===== src/sv/md5_pkg.sv =====
// md5 package: payload types, constants, round tables
`timescale 1ns / 1ps
`default_nettype none
package md5_pkg;
  localparam int unsigned BlockBytes = 64;
  localparam int unsigned PadPos = 56;
  localparam logic [7:0] PadByte = 8'h80;
  localparam logic [31:0] Iv0 = 32'h67452301;
  localparam logic [31:0] Iv1 = 32'hefcdab89;
  localparam logic [31:0] Iv2 = 32'h98badcfe;
  localparam logic [31:0] Iv3 = 32'h10325476;

  typedef struct packed {
    logic [7:0] data_byte;
    logic       has_byte;
    logic       is_last;
  } md5_in_t;

  typedef struct packed {
    logic [31:0] digest_word;
    logic [1:0]  word_index;
    logic        last_word;
  } md5_out_t;

  function automatic logic [31:0] round_const(input logic [5:0] k);
    logic [31:0] r;
    unique case (k)
      6'd0: r = 32'hd76aa478; 6'd1: r = 32'he8c7b756; 6'd2: r = 32'h242070db;
      6'd3: r = 32'hc1bdceee; 6'd4: r = 32'hf57c0faf; 6'd5: r = 32'h4787c62a;
      6'd6: r = 32'ha8304613; 6'd7: r = 32'hfd469501; 6'd8: r = 32'h698098d8;
      6'd9: r = 32'h8b44f7af; 6'd10: r = 32'hffff5bb1; 6'd11: r = 32'h895cd7be;
      6'd12: r = 32'h6b901122; 6'd13: r = 32'hfd987193; 6'd14: r = 32'ha679438e;
      6'd15: r = 32'h49b40821; 6'd16: r = 32'hf61e2562; 6'd17: r = 32'hc040b340;
      6'd18: r = 32'h265e5a51; 6'd19: r = 32'he9b6c7aa; 6'd20: r = 32'hd62f105d;
      6'd21: r = 32'h02441453; 6'd22: r = 32'hd8a1e681; 6'd23: r = 32'he7d3fbc8;
      6'd24: r = 32'h21e1cde6; 6'd25: r = 32'hc33707d6; 6'd26: r = 32'hf4d50d87;
      6'd27: r = 32'h455a14ed; 6'd28: r = 32'ha9e3e905; 6'd29: r = 32'hfcefa3f8;
      6'd30: r = 32'h676f02d9; 6'd31: r = 32'h8d2a4c8a; 6'd32: r = 32'hfffa3942;
      6'd33: r = 32'h8771f681; 6'd34: r = 32'h6d9d6122; 6'd35: r = 32'hfde5380c;
      6'd36: r = 32'ha4beea44; 6'd37: r = 32'h4bdecfa9; 6'd38: r = 32'hf6bb4b60;
      6'd39: r = 32'hbebfbc70; 6'd40: r = 32'h289b7ec6; 6'd41: r = 32'heaa127fa;
      6'd42: r = 32'hd4ef3085; 6'd43: r = 32'h04881d05; 6'd44: r = 32'hd9d4d039;
      6'd45: r = 32'he6db99e5; 6'd46: r = 32'h1fa27cf8; 6'd47: r = 32'hc4ac5665;
      6'd48: r = 32'hf4292244; 6'd49: r = 32'h432aff97; 6'd50: r = 32'hab9423a7;
      6'd51: r = 32'hfc93a039; 6'd52: r = 32'h655b59c3; 6'd53: r = 32'h8f0ccc92;
      6'd54: r = 32'hffeff47d; 6'd55: r = 32'h85845dd1; 6'd56: r = 32'h6fa87e4f;
      6'd57: r = 32'hfe2ce6e0; 6'd58: r = 32'ha3014314; 6'd59: r = 32'h4e0811a1;
      6'd60: r = 32'hf7537e82; 6'd61: r = 32'hbd3af235; 6'd62: r = 32'h2ad7d2bb;
      default: r = 32'heb86d391;
    endcase
    return r;
  endfunction

  function automatic logic [4:0] rot_amount(input logic [5:0] k);
    logic [4:0] r;
    unique case ({k[5:4], k[1:0]})
      4'd0: r = 5'd7;  4'd1: r = 5'd12; 4'd2: r = 5'd17; 4'd3: r = 5'd22;
      4'd4: r = 5'd5;  4'd5: r = 5'd9;  4'd6: r = 5'd14; 4'd7: r = 5'd20;
      4'd8: r = 5'd4;  4'd9: r = 5'd11; 4'd10: r = 5'd16; 4'd11: r = 5'd23;
      4'd12: r = 5'd6; 4'd13: r = 5'd10; 4'd14: r = 5'd15; default: r = 5'd21;
    endcase
    return r;
  endfunction

  // message word index used by round k
  function automatic logic [3:0] word_sel(input logic [5:0] k);
    logic [3:0] g;
    unique case (k[5:4])
      2'd0: g = k[3:0];
      2'd1: g = 4'(k[3:0] * 4'd5 + 4'd1);
      2'd2: g = 4'(k[3:0] * 4'd3 + 4'd5);
      default: g = 4'(k[3:0] * 4'd7);
    endcase
    return g;
  endfunction
endpackage
`default_nettype wire


===== src/sv/md5_round.sv =====
// md5 round unit: one compression round per cycle
`timescale 1ns / 1ps
`default_nettype none
module md5_round (
  input  wire logic              clk_i,
  input  wire logic              rst_ni,
  input  wire logic              start_i,
  input  wire logic [3:0][31:0]  chain_i,
  input  wire logic [31:0]       word_i,
  output logic [3:0]             word_addr_o,
  output logic                   done_o,
  output logic [3:0][31:0]       chain_o
);
  import md5_pkg::*;

  logic        busy_q, busy_d;
  logic [5:0]  k_q, k_d;
  logic [31:0] a_q, b_q, c_q, d_q;
  logic [31:0] f, t, rot;

  assign word_addr_o = word_sel(k_q);

  always_comb begin
    unique case (k_q[5:4])
      2'd0: f = (b_q & c_q) | (~b_q & d_q);
      2'd1: f = (b_q & d_q) | (c_q & ~d_q);
      2'd2: f = b_q ^ c_q ^ d_q;
      default: f = c_q ^ (b_q | ~d_q);
    endcase
    t = a_q + f + word_i + round_const(k_q);
    rot = (t << rot_amount(k_q)) | (t >> (6'd32 - {1'b0, rot_amount(k_q)}));
  end

  always_comb begin
    busy_d = busy_q;
    k_d = k_q;
    done_o = 1'b0;
    if (start_i) begin
      busy_d = 1'b1;
      k_d = '0;
    end else if (busy_q) begin
      k_d = k_q + 6'd1;
      if (k_q == 6'd63) begin
        busy_d = 1'b0;
        done_o = 1'b1;
      end
    end
  end

  always_ff @(posedge clk_i or negedge rst_ni) begin
    if (!rst_ni) begin
      busy_q <= 1'b0;
      k_q <= '0;
    end else begin
      busy_q <= busy_d;
      k_q <= k_d;
    end
  end

  always_ff @(posedge clk_i) begin
    if (start_i) begin
      a_q <= chain_i[0];
      b_q <= chain_i[1];
      c_q <= chain_i[2];
      d_q <= chain_i[3];
    end else if (busy_q) begin
      a_q <= d_q;
      d_q <= c_q;
      c_q <= b_q;
      b_q <= b_q + rot;
    end
  end

  // final round result, valid alongside done_o
  assign chain_o[0] = d_q;
  assign chain_o[1] = b_q + rot;
  assign chain_o[2] = b_q;
  assign chain_o[3] = c_q;
endmodule
`default_nettype wire


===== src/sv/md5_stream_hasher.sv =====
// md5 stream hasher top level: byte collection, padding sequencer, digest output
//
// usage: one byte per input transaction on in_*; has_byte=0 with is_last=1
// finishes the message (alone it gives the empty-message digest).
// a byte that does not fill the block leaves in_ready_o high. a byte that
// fills the block starts a compression in the shared round unit, one round
// per cycle: in_ready_o stays low until the rounds finish.
// a last transaction feeds 0x80, zero padding and the 64-bit bit count one
// byte per cycle through the same path, compressing one or two blocks; the
// first digest word is valid once the rounds of the last block finish.
// the digest then leaves as four out transactions, word 0 first,
// last_word set on word 3. a stalled receiver holds the word on the output
// from the chaining registers; input stays blocked until word 3 is taken
// and through the done state, in which the state returns to its initial values.
// sustained rate is set by the round loop: input is blocked while a block compresses.
// reset loads the standard chaining values and clears count and position;
// the block buffer needs no clearing since each entry is written before use.
`timescale 1ns / 1ps
`default_nettype none
module md5_stream_hasher (
  input  wire logic             clk_i,
  input  wire logic             rst_ni,
  input  wire logic             in_valid_i,
  output logic                  in_ready_o,
  input  wire md5_pkg::md5_in_t in_data_i,
  output logic                  out_valid_o,
  input  wire logic             out_ready_i,
  output md5_pkg::md5_out_t     out_data_o
);
  import md5_pkg::*;

  typedef enum logic [4:0] {
    StIdle = 5'b00001,
    StPad  = 5'b00010,
    StComp = 5'b00100,
    StOut  = 5'b01000,
    StDone = 5'b10000
  } state_e;

  state_e state_q, state_d;
  logic [3:0][31:0] chain_q;
  logic [63:0] bit_len_q;
  logic [5:0]  pos_q;
  logic        fin_q;       // finishing a message
  logic        two_blk_q;   // marker landed in the length field, length goes next block
  logic [63:0] len_lat_q;   // length latched at finish
  logic [1:0]  out_idx_q;
  logic [31:0] buf_mem [BlockBytes / 4];
  logic [31:0] word_rd;
  logic [3:0]  word_addr;
  logic        rnd_done, rnd_start;
  logic [3:0][31:0] rnd_chain;
  logic        wr_en;
  logic [7:0]  wr_byte;
  logic [31:0] out_word;

  // byte source during padding
  logic [7:0] pad_byte;
  logic       in_fire;
  always_comb begin
    if (pos_q >= 6'(PadPos) && !two_blk_q) begin
      pad_byte = len_lat_q[{pos_q[2:0], 3'b000} +: 8];
    end else begin
      pad_byte = 8'h00;
    end
  end

  assign in_ready_o = (state_q == StIdle);
  assign in_fire = in_valid_i && in_ready_o;

  logic pad_first_q;  // next pad byte is the 0x80 marker

  always_comb begin
    wr_en = 1'b0;
    wr_byte = in_data_i.data_byte;
    if (in_fire && in_data_i.has_byte) begin
      wr_en = 1'b1;
    end else if (state_q == StPad) begin
      wr_en = 1'b1;
      wr_byte = pad_first_q ? PadByte : pad_byte;
    end
  end

  // word read: the round unit addresses the block combinationally per round
  assign word_rd = buf_mem[word_addr];

  // bytes land little-endian in the sixteen block words
  always_ff @(posedge clk_i) begin
    if (wr_en) buf_mem[pos_q[5:2]][{pos_q[1:0], 3'b000} +: 8] <= wr_byte;
  end

  assign rnd_start = wr_en && (pos_q == 6'd63);

  md5_round u_round (
    .clk_i      (clk_i),
    .rst_ni     (rst_ni),
    .start_i    (rnd_start),
    .chain_i    (chain_q),
    .word_i     (word_rd),
    .word_addr_o(word_addr),
    .done_o     (rnd_done),
    .chain_o    (rnd_chain)
  );

  logic pad_end;
  assign pad_end = pos_q == 6'd63;

  always_comb begin
    state_d = state_q;
    unique case (state_q)
      StIdle: begin
        if (in_fire) begin
          if (in_data_i.has_byte && pos_q == 6'd63) state_d = StComp;
          else if (in_data_i.is_last) state_d = StPad;
        end
      end
      StPad:  if (pad_end) state_d = StComp;
      StComp: begin
        if (rnd_done) begin
          if (!fin_q) state_d = StIdle;
          else if (len_lat_q != bit_len_q || pad_first_q) state_d = StPad;
          else state_d = StOut;
        end
      end
      StOut:  if (out_ready_i && out_idx_q == 2'd3) state_d = StDone;
      StDone: state_d = StIdle;
      default: state_d = StIdle;
    endcase
  end

  always_ff @(posedge clk_i or negedge rst_ni) begin
    if (!rst_ni) begin
      state_q <= StIdle;
      chain_q <= {Iv3, Iv2, Iv1, Iv0};
      bit_len_q <= '0;
      pos_q <= '0;
      fin_q <= 1'b0;
      two_blk_q <= 1'b0;
      pad_first_q <= 1'b0;
      len_lat_q <= '0;
      out_idx_q <= '0;
    end else begin
      state_q <= state_d;
      if (wr_en) pos_q <= pos_q + 6'd1;
      if (in_fire && in_data_i.is_last) begin
        fin_q <= 1'b1;
        pad_first_q <= 1'b1;
        len_lat_q <= bit_len_q + (in_data_i.has_byte ? 64'd8 : 64'd0);
        // bit_len_q doubles as a marker: inverted length until the length bytes go
        bit_len_q <= ~(bit_len_q + (in_data_i.has_byte ? 64'd8 : 64'd0));
      end else if (in_fire && in_data_i.has_byte) begin
        bit_len_q <= bit_len_q + 64'd8;
      end
      if (state_q == StPad) begin
        pad_first_q <= 1'b0;
        if (pos_q == 6'd63) two_blk_q <= 1'b0;
        else if (pad_first_q && pos_q >= 6'(PadPos)) two_blk_q <= 1'b1;
        if (pos_q == 6'd63 && !pad_first_q && !two_blk_q) bit_len_q <= len_lat_q;
      end
      if (rnd_done) chain_q <= {chain_q[3] + rnd_chain[3], chain_q[2] + rnd_chain[2],
                               chain_q[1] + rnd_chain[1], chain_q[0] + rnd_chain[0]};
      if (state_q == StOut && out_ready_i) out_idx_q <= out_idx_q + 2'd1;
      if (state_q == StDone) begin
        chain_q <= {Iv3, Iv2, Iv1, Iv0};
        bit_len_q <= '0;
        pos_q <= '0;
        fin_q <= 1'b0;
        out_idx_q <= '0;
      end
    end
  end

  always_comb out_word = chain_q[out_idx_q];

  assign out_valid_o = (state_q == StOut);
  assign out_data_o.digest_word = out_word;
  assign out_data_o.word_index = out_idx_q;
  assign out_data_o.last_word = (out_idx_q == 2'd3);

  // no input transaction while the round unit runs
  assert property (@(posedge clk_i) disable iff (!rst_ni)
    state_q == StComp |-> !in_ready_o) else $error("input taken during compression");
  // a compression only completes from the compress state
  assert property (@(posedge clk_i) disable iff (!rst_ni)
    rnd_done |-> state_q == StComp) else $error("stray round completion");
  // output word index holds while the output is stalled
  assert property (@(posedge clk_i) disable iff (!rst_ni)
    (state_q == StOut && !out_ready_i) |=> $stable(out_idx_q))
    else $error("digest index moved while stalled");
endmodule
`default_nettype wire

===== config.mk =====
export PLATFORM = sky130hd
export DESIGN_NAME = md5_stream_hasher
export DESIGN_NICKNAME = d
export VERILOG_FILES = /design/src/sv/md5_pkg.sv /design/src/sv/md5_round.sv /design/src/sv/md5_stream_hasher.sv
export SDC_FILE = /design/constraint.sdc
export NUM_CORES = 2
export LEC_CHECK = 0
export BUFFER_PORTS_ARGS = -buffer_cell sky130_fd_sc_hd__buf_4
export CELL_PAD_IN_SITES_DETAIL_PLACEMENT = 1
export CELL_PAD_IN_SITES_GLOBAL_PLACEMENT = 2
export CORE_MARGIN = 10
export CORE_UTILIZATION = 43
export DETAILED_ROUTE_END_ITERATION = 8
export MAX_ROUTING_LAYER = met4
export PLACE_DENSITY = 0.82
export SLEW_MARGIN = 5
export SYNTH_ARGS = -nofsm -noshare
export SYNTH_HDL_FRONTEND = slang
export SYNTH_HIERARCHICAL = 1
export SYNTH_SLANG_ARGS = --single-unit

===== constraint.sdc =====
create_clock -name clk_i -period 13.6 [get_ports clk_i]
set_clock_uncertainty 0.05 [all_clocks]
set_input_delay 2.72 -clock clk_i [delete_from_list [all_inputs] [get_ports clk_i]]
set_output_delay 2.72 -clock clk_i [all_outputs]
set_load 0.005 [all_outputs]

==> impl_results.rst <==
.. list-table::
   :header-rows: 1

   * - Metric
     - Value
   * - Final worst-path cycle share
     - 95.1%
   * - Detailed-routing iteration count for the pre-antenna-repair pass
     - 6
   * - CP endpoint kind
     - register
   * - Kind of start point of the critical path
     - register
   * - Flip-flop cell with the highest count after synthesis
     - sky130_fd_sc_hd__edfxtp_1
   * - Clock slew at the register clock pins of the worst setup and hold paths
     - 0.09 ns
   * - Area delta synth->final
     - 9.37%
   * - Final min period
     - 12.93 ns
   * - Via density per instance
     - 6.38
   * - Mean post-synth cell area
     - 10.5 um2
   * - Maxcap violations
     - 0
   * - Initial DRC Count
     - 4303
   * - Setup repair after global routing missed its margin
     - no
   * - Overall die area
     - 158000 um2
   * - Number of CTS-inserted buffers
     - 102
   * - Total Wirelength
     - 229000 um
   * - Min-delay worst type
     - reg2reg
   * - Area of placed instances
     - 63300 um2
   * - Post-synthesis sequential area ratio
     - 43.0%
   * - Global-route wire length before repair
     - 341000 um
   * - Number of buffers and inverters on the critical path
     - 5
   * - Synthesized netlist net count
     - 6149
   * - Initial Util
     - 43.2%
   * - Initial antenna violation count
     - 2
   * - FFs w/ async S/R, synth
     - 30.4%
   * - Setup CP Type
     - reg2reg
   * - Cell taking the most area after synthesis
     - sky130_fd_sc_hd__edfxtp_1
   * - Post-synthesis instance total
     - 5839
   * - Number of unique standard cell types used by synthesis
     - 114
   * - PwrDens
     - 123 nW/um2
   * - GPL Wtd Cong
     - 0.959
   * - Ratio of cells with drive above 1 in the final layout
     - 13.9%
   * - Number of global-route vias before repair
     - 50200
   * - Estimated wirelength of the detail-placed design
     - 166000 um
   * - Clk_lat worst skew
     - 0.78 ns
   * - Aggregate global-route resource usage
     - 29.3%
   * - Status
     - finished clean
   * - Worst-Margin Slew
     - 1.27 ns
   * - Final max-slew violation count
     - 0
   * - CTS tree
     - done
   * - Data arrival time of the critical path
     - 13.55 ns
   * - Mapped Area
     - 61100 um2
   * - Vias after detailed routing
     - 49000
   * - Stage delay of the slowest cell on the critical path
     - 0.87 ns
   * - Yosys top cell area share
     - 31.4%
   * - Post-synthesis register bit count
     - 919
   * - Hold Violations, Final
     - 0
   * - DR DRC count
     - 0
   * - Core Box Area
     - 141000 um2
   * - Root buffer selected by CTS
     - sky130_fd_sc_hd__clkbuf_16
   * - Post-CTS Hold Fix Bufs
     - 0
   * - Max FO, Critical Path
     - 19
   * - Port Buffer Count
     - 50
   * - Max Fclk
     - 0.0773 GHz
   * - Number of enable flip-flop cells after synthesis
     - 640
   * - Count of placed standard cells including taps
     - 7497
   * - Num ports
     - 51
   * - Fin Setup TNS
     - 0 ns
   * - Non-filler cells, final
     - 7690
   * - Post-CTS Setup Repair Bufs
     - 0
   * - Slew HR
     - 12.9%
   * - Top Family by Delay on Critical Path
     - compound AO/OA/AOI/OAI gates
   * - Top area cells in the synthesized netlist
     - sky130_fd_sc_hd__edfxtp_1 (31%), sky130_fd_sc_hd__dfrtp_1 (8.8%), sky130_fd_sc_hd__mux4_2 (8.3%)
   * - Static power due to leakage
     - 0.0246 uW
   * - Global route overflow
     - 0
   * - Die Y-Extent
     - 397 um
   * - Setup violations, final
     - 0
   * - Layout fillers
     - 15200
   * - Number of clock sinks
     - 919
   * - CTS H-Tree Depth
     - 3
   * - Remaining number of nets flagged by the antenna check after routing
     - 0
   * - Layout Nets
     - 6021
   * - Cell with the largest stage delay on the worst path
     - sky130_fd_sc_hd__mux4_4
   * - Clk buf depth
     - 3
   * - Maximum number of pins on one net before global-route repair
     - 145
   * - Cell area after layout
     - 66800 um2
   * - Row cnt
     - 138
   * - Data required time at the worst endpoint
     - 14.21 ns
   * - Average wire per standard cell
     - 29.8 um
   * - Yosys warning total
     - 6
   * - Die boundary width
     - 397 um
   * - Maximum vdd ir drop
     - 0.135 mV
## final timing paths
| check | cells after the start | to | startpoint | slack (ns) |
|---|---|---|---|---|
| hold reg to reg | 2 | state_q[0]$_DFFE_PN1P_ | fin_q$_DFFE_PN0P_ | 0.47 |
| setup reg to reg | 43 | chain_q[63]$_DFFE_PN1P_ | u_round/k_q[0]$_DFFE_PN0P_ | 0.67 |
| hold / removal | 2 | state_q[0]$_DFFE_PN1P_ | fin_q$_DFFE_PN0P_ | 0.47 |
| setup / recovery | 43 | chain_q[63]$_DFFE_PN1P_ | u_round/k_q[0]$_DFFE_PN0P_ | 0.67 |
| min in group asynchronous | 1 | chain_q[82]$_DFFE_PN0P_ | rst_ni | 1.87 |
| max in group asynchronous | 2 | pos_q[2]$_DFFE_PN0P_ | rst_ni | 10.33 |
## report_power, final
group          internal, uW  switching [uW]  total [uW]
logic                   569             944        1510
registers              3350             433        3790
clock network          1650            1290        2930
## sequential cells by signal, indices dropped and copies added (netlist names), 2 cells and up
name,cells
out_idx_q,2
bit_len_q,64
pos_q,6
u_round/a_q,32
u_round/k_q,6
len_lat_q,64
state_q,5
chain_q,128
u_round/b_q,32
u_round/d_q,32
u_round/c_q,32
buf_mem,512
## layout by cell type (no fill, tap or decap), drive strengths merged, types with 155 or more instances in the layout
cell type and instances:
mux4 225, nor2 544, o21ai 372, nand3 159, nand2 533, a21oi 394
ha 226, dfrtp 214, inv 250, buf 155, edfxtp 640, xnor2 223
## Yosys cell counts, types with 17 or more instances
cell type	number
sky130_fd_sc_hd__o21ai_1	21
sky130_fd_sc_hd__nor2b_1	26
sky130_fd_sc_hd__and2_1	20
sky130_fd_sc_hd__a211oi_1	85
sky130_fd_sc_hd__buf_1	60
sky130_fd_sc_hd__inv_1	244
sky130_fd_sc_hd__a211o_1	20
sky130_fd_sc_hd__xor2_1	150
sky130_fd_sc_hd__a21o_1	93
sky130_fd_sc_hd__nand2b_1	36
sky130_fd_sc_hd__fa_1	70
sky130_fd_sc_hd__nand4_1	71
sky130_fd_sc_hd__mux2i_1	110
sky130_fd_sc_hd__mux4_2	225
sky130_fd_sc_hd__a21oi_1	393
sky130_fd_sc_hd__buf_2	35
sky130_fd_sc_hd__mux2_2	109
sky130_fd_sc_hd__maj3_1	31
sky130_fd_sc_hd__dfstp_2	65
sky130_fd_sc_hd__o21ai_0	348
sky130_fd_sc_hd__clkbuf_1	276
sky130_fd_sc_hd__a22oi_1	17
sky130_fd_sc_hd__a31oi_1	104
sky130_fd_sc_hd__nor2_1	542
sky130_fd_sc_hd__or3_1	27
sky130_fd_sc_hd__nand3_1	159
sky130_fd_sc_hd__nor3_1	94
sky130_fd_sc_hd__ha_1	226
sky130_fd_sc_hd__o31ai_1	23
sky130_fd_sc_hd__dfrtp_1	214
sky130_fd_sc_hd__nand2_1	533
sky130_fd_sc_hd__o21a_1	28
sky130_fd_sc_hd__o22ai_1	39
sky130_fd_sc_hd__xnor2_1	223
sky130_fd_sc_hd__o221ai_1	47
sky130_fd_sc_hd__and3_1	39
sky130_fd_sc_hd__nor4_1	20
sky130_fd_sc_hd__o21bai_1	28
sky130_fd_sc_hd__edfxtp_1	640
sky130_fd_sc_hd__o211ai_1	43
## metrics by stage
step / setup slack, ns / hold WS [ns] / total power (uW) / util (%)
finish: 0.666 / 0.467 / 8230 / 47.3
global route: 0.0526 / 0.492 / 8550 / 47.3
CTS: 0.393 / 0.472 / 8250 / 47.2
detailed placement: 0.452 / 0.458 / 5320 / 44.8
global placement: 0.688 / 0.441 / 5250 / 44.8
floorplan: 1.80 / 0.417 / 4760 / -
## worst min-delay path, stage by stage, from the launching register on
cell and delay [ns]:
sky130_fd_sc_hd__dfrtp_1 0.34, sky130_fd_sc_hd__nor2_1 0.05, sky130_fd_sc_hd__o21a_1 0.16
## cell type report
cell class	instances	area [um2]	area share, %
clock inverter	65	769	1.15
multi-input combinational	4285	32500	48.7
clock buffer	127	2720	4.07
sequential	919	26300	39.3
tap	1890	2360	3.54
antenna	1	2.50	0.00374
timing repair buffer	155	1230	1.85
inverter	248	931	1.39
## cell families after synthesis
group / Yosys count / synth area share [%]
AO/OA/AOI/OAI: 1481 / 15.6
XOR/XNOR: 374 / 5.38
adder cells (fa/ha/maj): 327 / 7.43
buffers and inverters: 635 / 4.05
flip-flops: 919 / 43.0
multiplexers: 445 / 12.1
AND/OR/NAND/NOR: 1658 / 12.4
## per-layer routing
| metal | vias to the layer above | GRT usage, % | share of wire (%) |
|---|---|---|---|
| met5 | - | - | 0 |
| met4 | 0 | 10.8 | 4.2 |
| met3 | 424 | 3.22 | 5.0 |
| met2 | 1618 | 47.5 | 48 |
| met1 | 25500 | 37.8 | 42 |
| li1 | 21500 | - | - |
## what timing repair did
action | CTS | global route
endpoints found under the setup margin | 0 | 11
resized for setup | 0 | 7
hold endpoints to repair | 0 | 0
No activity file was read; power rests on OpenSTA's default activity.
